<file path="src/rtl/fups_pkg.sv">
// Package: types, character codes and the per-byte decode step for the param splitter.
`default_nettype none

package fups_pkg;

    localparam logic [1:0] KIND_NAME  = 2'd0;
    localparam logic [1:0] KIND_VALUE = 2'd1;
    localparam logic [1:0] KIND_END   = 2'd2;

    localparam logic [7:0] CHAR_PLUS  = 8'h2B;
    localparam logic [7:0] CHAR_PCT   = 8'h25;
    localparam logic [7:0] CHAR_EQ    = 8'h3D;
    localparam logic [7:0] CHAR_AMP   = 8'h26;
    localparam logic [7:0] CHAR_SPACE = 8'h20;

    localparam int unsigned MAX_RES = 4;

    localparam logic [1:0] HELD_NONE  = 2'd0;
    localparam logic [1:0] HELD_PCT   = 2'd1;
    localparam logic [1:0] HELD_DIGIT = 2'd2;

    typedef struct packed {
        logic [1:0] kind;
        logic [7:0] data;
        logic       value_present;
    } res_t;

    typedef struct packed {
        logic       in_value;
        logic [1:0] held_count;
        logic [7:0] held_digit;
        logic       name_nonempty;
        logic       field_truncated;
        logic       param_skipped;
    } parse_state_t;

    typedef struct packed {
        logic [2:0]           count;
        res_t [MAX_RES-1:0]   res;
    } batch_t;

    typedef struct packed {
        parse_state_t st;
        batch_t       out;
    } work_t;

    // {valid, nibble}
    function automatic logic [4:0] hex_value(input logic [7:0] b);
        logic [4:0] r;
        r = 5'd0;
        if (b >= 8'h30 && b <= 8'h39)
            r = {1'b1, b[3:0]};
        else if ((b >= 8'h61 && b <= 8'h66) || (b >= 8'h41 && b <= 8'h46))
            r = {1'b1, b[3:0] + 4'd9};
        return r;
    endfunction

    function automatic work_t put_res(input work_t w, input logic [1:0] k,
                                      input logic [7:0] b, input logic vp);
        work_t r;
        r = w;
        if (r.out.count < 3'(MAX_RES))
        begin
            r.out.res[r.out.count[1:0]].kind          = k;
            r.out.res[r.out.count[1:0]].data          = b;
            r.out.res[r.out.count[1:0]].value_present = vp;
            r.out.count = r.out.count + 3'd1;
        end
        return r;
    endfunction

    function automatic work_t emit_data(input work_t w, input logic [7:0] b);
        work_t r;
        r = w;
        if (!r.st.field_truncated)
        begin
            if (b == 8'd0)
                r.st.field_truncated = 1'b1;
            else if (r.st.in_value)
            begin
                if (!r.st.param_skipped)
                    r = put_res(r, KIND_VALUE, b, 1'b0);
            end
            else
            begin
                r = put_res(r, KIND_NAME, b, 1'b0);
                r.st.name_nonempty = 1'b1;
            end
        end
        return r;
    endfunction

    function automatic work_t decode_plain(input work_t w, input logic [7:0] b);
        work_t r;
        r = w;
        if (b == CHAR_PLUS)
            r = emit_data(r, CHAR_SPACE);
        else if (b == CHAR_PCT)
            r.st.held_count = HELD_PCT;
        else
            r = emit_data(r, b);
        return r;
    endfunction

    function automatic work_t feed(input work_t w, input logic [7:0] b);
        work_t      r;
        logic [4:0] hv;
        logic [4:0] hi;
        logic [7:0] d;
        r  = w;
        hv = hex_value(b);
        hi = hex_value(r.st.held_digit);
        d  = r.st.held_digit;
        if (r.st.held_count == HELD_PCT)
        begin
            if (hv[4])
            begin
                r.st.held_digit = b;
                r.st.held_count = HELD_DIGIT;
            end
            else
            begin
                r = emit_data(r, CHAR_PCT);
                r.st.held_count = HELD_NONE;
                r = decode_plain(r, b);
            end
        end
        else if (r.st.held_count == HELD_DIGIT)
        begin
            r.st.held_count = HELD_NONE;
            r.st.held_digit = 8'd0;
            if (hv[4])
                r = emit_data(r, {(hi[4] ? hi[3:0] : 4'd0), hv[3:0]});
            else
            begin
                r = emit_data(r, CHAR_PCT);
                r = emit_data(r, d);
                r = decode_plain(r, b);
            end
        end
        else
            r = decode_plain(r, b);
        return r;
    endfunction

    function automatic work_t flush_held(input work_t w);
        work_t r;
        r = w;
        if (r.st.held_count >= HELD_PCT)
            r = emit_data(r, CHAR_PCT);
        if (r.st.held_count >= HELD_DIGIT)
            r = emit_data(r, r.st.held_digit);
        r.st.held_count = HELD_NONE;
        r.st.held_digit = 8'd0;
        return r;
    endfunction

    function automatic work_t end_param(input work_t w);
        work_t r;
        r = flush_held(w);
        if (!r.st.param_skipped && r.st.name_nonempty)
            r = put_res(r, KIND_END, 8'd0, r.st.in_value);
        r.st.in_value        = 1'b0;
        r.st.name_nonempty   = 1'b0;
        r.st.field_truncated = 1'b0;
        r.st.param_skipped   = 1'b0;
        return r;
    endfunction

    function automatic work_t parse_step(input parse_state_t s, input logic [7:0] b,
                                         input logic last);
        work_t r;
        r     = '0;
        r.st  = s;
        if (b == CHAR_AMP)
            r = end_param(r);
        else if (b == CHAR_EQ && !r.st.in_value)
        begin
            r = flush_held(r);
            if (!r.st.name_nonempty)
                r.st.param_skipped = 1'b1;
            r.st.in_value        = 1'b1;
            r.st.field_truncated = 1'b0;
        end
        else
            r = feed(r, b);
        if (last)
            r = end_param(r);
        return r;
    endfunction

endpackage

`default_nettype wire

</file>
<file path="src/rtl/fups_in_if.sv">
// Interface: input byte channel of the param splitter.
`default_nettype none

interface fups_in_if;
    logic       valid;
    logic       ready;
    logic [7:0] char_byte;
    logic       string_end;

    modport source (output valid, output char_byte, output string_end, input ready);
    modport sink   (input valid, input char_byte, input string_end, output ready);
endinterface

`default_nettype wire

</file>
<file path="src/rtl/fups_out_if.sv">
// Interface: result channel of the param splitter.
`default_nettype none

interface fups_out_if;
    logic       valid;
    logic       ready;
    logic [1:0] result_kind;
    logic [7:0] out_byte;
    logic       value_present;
    logic       run_last;

    modport source (output valid, output result_kind, output out_byte,
                    output value_present, output run_last, input ready);
    modport sink   (input valid, input result_kind, input out_byte,
                    input value_present, input run_last, output ready);
endinterface

`default_nettype wire

</file>
<file path="src/rtl/fups_decode.sv">
// Parse state registers and the combinational decode of one input byte.
`default_nettype none

module fups_decode (
    input  wire logic            clk,
    input  wire logic            rst_n,
    input  wire logic            load,
    input  wire logic [7:0]      char_byte,
    input  wire logic            string_end,
    output fups_pkg::batch_t     batch
);
    import fups_pkg::*;

    parse_state_t state_reg;
    parse_state_t state_next;
    work_t        step;

    always_comb
    begin
        step       = parse_step(state_reg, char_byte, string_end);
        batch      = step.out;
        state_next = load ? step.st : state_reg;
    end

    always_ff @(posedge clk or negedge rst_n)
    begin
        if (!rst_n)
            state_reg <= '0;
        else
            state_reg <= state_next;
    end

endmodule

`default_nettype wire

</file>
<file path="src/rtl/fups_outq.sv">
// Result buffer: holds the results of one byte and drains them one beat per cycle while results.ready is high.
`default_nettype none

module fups_outq (
    input  wire logic              clk,
    input  wire logic              rst_n,
    input  wire logic              load,
    input  wire fups_pkg::batch_t  batch,
    output logic                   can_load,
    output logic [2:0]             level,
    fups_out_if.source             results
);
    import fups_pkg::*;

    res_t [MAX_RES-1:0] res_reg;
    res_t [MAX_RES-1:0] res_next;
    logic [2:0]         cnt_reg;
    logic [2:0]         cnt_next;
    logic               pop;

    assign pop      = results.valid && results.ready;
    assign can_load = (cnt_reg == 3'd0) || (cnt_reg == 3'd1 && results.ready);
    assign level    = cnt_reg;

    assign results.valid         = (cnt_reg != 3'd0);
    assign results.result_kind   = res_reg[0].kind;
    assign results.out_byte      = res_reg[0].data;
    assign results.value_present = res_reg[0].value_present;
    assign results.run_last      = (cnt_reg == 3'd1);

    always_comb
    begin
        res_next = res_reg;
        cnt_next = cnt_reg;
        if (load)
        begin
            res_next = batch.res;
            cnt_next = batch.count;
        end
        else if (pop)
        begin
            // shift toward the head
            res_next = {res_t'('0), res_reg[MAX_RES-1:1]};
            cnt_next = cnt_reg - 3'd1;
        end
    end

    always_ff @(posedge clk or negedge rst_n)
    begin
        if (!rst_n)
            cnt_reg <= 3'd0;
        else
            cnt_reg <= cnt_next;
    end

    always_ff @(posedge clk)
    begin
        res_reg <= res_next;
    end

endmodule

`default_nettype wire

</file>
<file path="src/rtl/form_urlencoded_param_splitter.sv">
// Top level: form-urlencoded parameter splitter.
//
//   channel   dir   payload                                          width
//   chars     in    char_byte, string_end                            8+1
//   results   out   result_kind, out_byte, value_present, run_last   2+8+1+1
//
// A byte is decoded in the cycle it is accepted; its 0..4 results land in the
// result buffer and leave on the results channel one beat per cycle while it
// is ready. A byte's results hold the buffer until all have left, so bytes
// giving one result or none flow at one per cycle while results are taken;
// the single result port sets the rate. A byte is taken while the last result
// leaves in the same cycle. Reset clears parse state and empties the buffer.
`default_nettype none

module form_urlencoded_param_splitter (
    input  wire logic    clk,
    input  wire logic    rst_n,
    fups_in_if.sink      chars,
    fups_out_if.source   results
);
    import fups_pkg::*;

    batch_t     batch;
    logic       can_load;
    logic       in_fire;
    logic [2:0] level;

    assign chars.ready = can_load;
    assign in_fire     = chars.valid && can_load;

    fups_decode u_decode (
        .clk        (clk),
        .rst_n      (rst_n),
        .load       (in_fire),
        .char_byte  (chars.char_byte),
        .string_end (chars.string_end),
        .batch      (batch)
    );

    fups_outq u_outq (
        .clk      (clk),
        .rst_n    (rst_n),
        .load     (in_fire),
        .batch    (batch),
        .can_load (can_load),
        .level    (level),
        .results  (results)
    );

    a_load_level: assert property (@(posedge clk) disable iff (!rst_n)
        in_fire |=> level == $past(batch.count))
        else $error("buffer level differs from result count of accepted byte");

    a_drain_empty: assert property (@(posedge clk) disable iff (!rst_n)
        results.valid && results.ready && level == 3'd1 && !in_fire |=> !results.valid)
        else $error("results still valid after last beat drained");

    a_end_zero: assert property (@(posedge clk) disable iff (!rst_n)
        results.valid && results.result_kind == KIND_END |-> results.out_byte == 8'd0)
        else $error("end mark carries a nonzero byte");

    a_level_max: assert property (@(posedge clk) disable iff (!rst_n)
        level <= 3'(MAX_RES))
        else $error("result buffer overfilled");

endmodule

`default_nettype wire

</file>
<file path="src/flat_wrapper.sv">
// flat-port wrapper written by rule: the top's interface ports become plain ports
module form_urlencoded_param_splitter_flat import fups_pkg::*;
  (clk, rst_n, chars_valid, chars_char_byte, chars_string_end, chars_ready, results_valid, results_result_kind, results_out_byte, results_value_present, results_run_last, results_ready);
  fups_in_if chars_i ();
  fups_out_if results_i ();
  input  wire logic clk;
  input  wire logic rst_n;
  input wire logic [$bits(chars_i.valid)-1:0] chars_valid;
  input wire logic [$bits(chars_i.char_byte)-1:0] chars_char_byte;
  input wire logic [$bits(chars_i.string_end)-1:0] chars_string_end;
  output wire logic [$bits(chars_i.ready)-1:0] chars_ready;
  output wire logic [$bits(results_i.valid)-1:0] results_valid;
  output wire logic [$bits(results_i.result_kind)-1:0] results_result_kind;
  output wire logic [$bits(results_i.out_byte)-1:0] results_out_byte;
  output wire logic [$bits(results_i.value_present)-1:0] results_value_present;
  output wire logic [$bits(results_i.run_last)-1:0] results_run_last;
  input wire logic [$bits(results_i.ready)-1:0] results_ready;
  assign chars_i.valid = chars_valid;
  assign chars_i.char_byte = chars_char_byte;
  assign chars_i.string_end = chars_string_end;
  assign chars_ready = chars_i.ready;
  assign results_valid = results_i.valid;
  assign results_result_kind = results_i.result_kind;
  assign results_out_byte = results_i.out_byte;
  assign results_value_present = results_i.value_present;
  assign results_run_last = results_i.run_last;
  assign results_i.ready = results_ready;
  form_urlencoded_param_splitter u_core (.clk(clk), .rst_n(rst_n), .chars(chars_i), .results(results_i));
endmodule
</file>
<file path="config.mk">
export PLATFORM = sky130hd
export DESIGN_NAME = form_urlencoded_param_splitter_flat
export DESIGN_NICKNAME = d
export VERILOG_FILES = /design/src/rtl/fups_pkg.sv /design/src/rtl/fups_in_if.sv /design/src/rtl/fups_out_if.sv /design/src/rtl/fups_decode.sv /design/src/rtl/fups_outq.sv /design/src/rtl/form_urlencoded_param_splitter.sv /design/src/flat_wrapper.sv
export SDC_FILE = /design/constraint.sdc
export NUM_CORES = 1
export LEC_CHECK = 0
export ABC_AREA = 1
export BUFFER_PORTS_ARGS = -buffer_cell sky130_fd_sc_hd__buf_4
export CORE_MARGIN = 10
export CORE_UTILIZATION = 40
export DETAILED_ROUTE_END_ITERATION = 8
export PLACE_DENSITY_LB_ADDON = 0.1
export SYNTH_ARGS = -nofsm -noshare
export SYNTH_HDL_FRONTEND = slang
export SYNTH_SLANG_ARGS = --single-unit
</file>
<file path="constraint.sdc">
create_clock -name clk -period 14.7 [get_ports clk]
set_input_delay 0 -clock clk [delete_from_list [all_inputs] [get_ports clk]]
set_output_delay 0 -clock clk [all_outputs]
set_load 0.02 [all_outputs]
</file>
==> flow_metrics.env <==
export IMPL_outcome="finished, final reports clean"
export IMPL_postSynthNetCount=1068
export IMPL_maxSlewViolCount=0
export IMPL_final_antenna_net_count=0
export IMPL_timing_clock_skew_ps=5.23
export IMPL_drive_above_1_share=0.126
export IMPL_routed_wire_length_per_instance_um=20.2
export IMPL_rsz_0062_raised_after_global_routing="no"
export IMPL_detail_route_iter0_violations=724
export IMPL_critPathLaunchType="flop"
export IMPL_core_area_um2=16700
export IMPL_largest_reg_flops=33
export IMPL_synth_cell_area_um2=6860
export IMPL_maxCapViolCount=0
export IMPL_io_buffers=26
export IMPL_layout_cells_non_filler=1242
export IMPL_global_route_wire_length_before_repair_um=38700
export IMPL_drt_pass1_iterations=5
export IMPL_startpoint="u_core.u_decode.state_reg[13]"
export IMPL_path_clk_slew_ps=60
export IMPL_synth_top_cells_by_area="edfxtp_1 (19%), nand2_1 (14%), ha_1 (6.6%)"
export IMPL_setup_violations_final=0
export IMPL_cp_arrival_ps=6100
export IMPL_synth_warnings=0
export IMPL_relSlewSlack=0.216
export IMPL_number_of_antenna_repair_diodes=0
export IMPL_synth_ff_type="edfxtp_1"
export IMPL_yosysUniqueCellTypes=60
export IMPL_synth_seq_area_share=0.255
export IMPL_place_hpwl_um=19000
export IMPL_avgViaCountPerCell=5.81
export IMPL_clock_tree_from_tritoncts="done"
export IMPL_worst_r2r_path_depth=29
export IMPL_cts_root_buf="clkbuf_16"
export IMPL_fill_cells=1763
export IMPL_htreeDepth=3
export IMPL_starting_density_of_the_core=0.411
export IMPL_placedCellCount=1225
export IMPL_synth_seq_cells=61
export IMPL_pwr_density_cell_nw_per_um2=246
export IMPL_synth_cells=1019
export IMPL_critPathCaptureType="flop"
export IMPL_regToRegSetupSlack_ps=8690
export IMPL_timing_rr_end="u_core.u_outq.results.out_byte[3]"
export IMPL_drcViolationCount=0
export IMPL_pre_cts_ws_ps=8820
export IMPL_synth_async_reset_ratio=0.279
export IMPL_ctsLongestPathBuffers=2
export IMPL_finalPower_mw=1.82
export IMPL_grt_antenna_before_repair=0
export IMPL_multi_input_comb_area_um2=4350
export IMPL_area_fraction_of_the_dominant_cell_type_after_synthesis=0.193
export IMPL_period_share=0.409
export IMPL_layout_setup_ws_ps=8690
export IMPL_die_area_um2=22800
export IMPL_floorplan_die_width_um=151
export IMPL_slowest_delay_ps=570
export IMPL_synth_enable_flop_cells=44
export IMPL_p_leak_nw=3.48
export IMPL_fin_crit_ps=6010
export IMPL_cts_buffers=9
export IMPL_vdd_ir_drop_max_v=0.0000997
export IMPL_critical_path_peak_fanout=23
export IMPL_achievable_frequency_ghz=0.166
export IMPL_grt_start_max_net_pins=49
export IMPL_slowest_stage="dfrtp_1"
export IMPL_first_global_vias=6702
export IMPL_routed_wl_um=25100
export IMPL_floorplan_row_count=47
export IMPL_io_pins=27
export IMPL_detailroute_via_count=7222
export IMPL_synth_area_leader_cell="edfxtp_1"
export IMPL_dieHeight_um=151
export IMPL_regArea_um2=1750
export IMPL_hold_viol=0
export IMPL_area_growth_synth_to_final_pct=7.79
export IMPL_pin_slew_with_the_least_headroom_to_its_limit_ps=1170
export IMPL_worst_r2r_startpoint="u_core.u_decode.state_reg[13]"
export IMPL_worst_endpoint_required_ps=14800
export IMPL_yosys_cell_count_top_type="nand2_1"
export IMPL_final_hold_worst_slack_ps=73.1
export IMPL_worst_setup_path_endpoint="u_core.u_outq.results.out_byte[3]"
export IMPL_grt_util_all_layers=0.220
export IMPL_gr_total_overflow=0
export IMPL_timing_worst_setup_path_type="reg2reg"
export IMPL_finish_net_count=1066
export IMPL_kind_of_path_behind_the_tightest_hold_check="in2async"
export IMPL_clock_sink_count=61
export IMPL_leading_post_synthesis_cells_by_instance_count="nand2_1 (252), inv_1 (108), nor2_1 (95)"
export IMPL_insertion_delay_ps=350
export IMPL_fin_tns_setup_ps=0
export IMPL_synthesis_area_per_instance_um2=6.73
export IMPL_finalWeightedCongestion=0.975
## cell type report
class / count / share of cell area
Clock buffer: 10 / 0.0310
Multi-Input combinational cell: 785 / 0.589
Timing Repair Buffer: 31 / 0.0318
Sequential cell: 61 / 0.236
Inverter: 129 / 0.0667
Tap cell: 220 / 0.0372
Clock inverter: 6 / 0.00846
## where the power goes
group | internal, mW | switching [mW]
Combinational | 0.384 | 0.920
Sequential | 0.255 | 0.0427
Clock | 0.131 | 0.0844
Total | 0.770 | 1.05
## worst max-delay path, delay by kind of cell, from the launching register on
family          cells  cell delay (ps)
fa+ha+maj           5             1450
compound gates      6             1180
simple gates       12             1670
flops               1              570
buf+inv             6              880
## worst min-delay path by stage
stage | cells after the start | endpoint | from | slack (ps)
after floorplan | 0 | u_core.u_decode.state_reg[0] | rst_n | -300
after global placement | 1 | u_core.u_decode.state_reg[4] | rst_n | -90
after detailed placement | 1 | u_core.u_decode.state_reg[9] | rst_n | -100
after CTS | 2 | u_core.u_decode.state_reg[1] | rst_n | 80
after global routing | 3 | u_core.u_outq.res_reg[41] | chars_char_byte[7] | 100
final | 2 | u_core.u_decode.state_reg[9] | rst_n | 70
## cell usage in the layout, fill, tap and decap left out, types with 17 or more instances in the layout
master / Yosys / layout
edfxtp_1: 44 / 44
o21ai_1: 20 / 20
inv_2: 17 / 18
ha_1: 36 / 36
buf_4: 14 / 30
a21oi_1: 51 / 51
o21ai_0: 71 / 71
dfrtp_1: 17 / 17
nand3_1: 79 / 79
o22ai_1: 20 / 20
nand2_1: 252 / 252
inv_1: 108 / 107
nor2_1: 95 / 95
## metal layers
metal  track usage  vias up  wire [um]
li1              -     3441          -
met1         0.288     3400      10900
met2         0.355      323      11700
met3        0.0421       58       1740
met4        0.0760        0        770
met5             0        -          0
## metrics by stage
| stage | area (um^2) | util |
|---|---|---|
| after floorplan | 6860 | - |
| after global placement | 7090 | 0.425 |
| after detailed placement | 7090 | 0.425 |
| after CTS | 7390 | 0.443 |
| after global routing | 7390 | 0.443 |
| final | 7390 | 0.443 |
## timing repair
item                      4_1_cts  5_1_grt
resized for setup               0        0
hold buffers                    1        0
hold endpoints to repair       17        0
buffers inserted                0        0
## cell families after synthesis
logic type	count (synthesis)	synth area share
adders and majority gates	36	0.0657
xor gates and xnor gates	2	0.00255
DFF	61	0.255
and+or+nand+nor	514	0.362
AOI/OAI and AO/OA	233	0.204
buffers and inverters	173	0.111
Power figures use the tool's default switching activity.
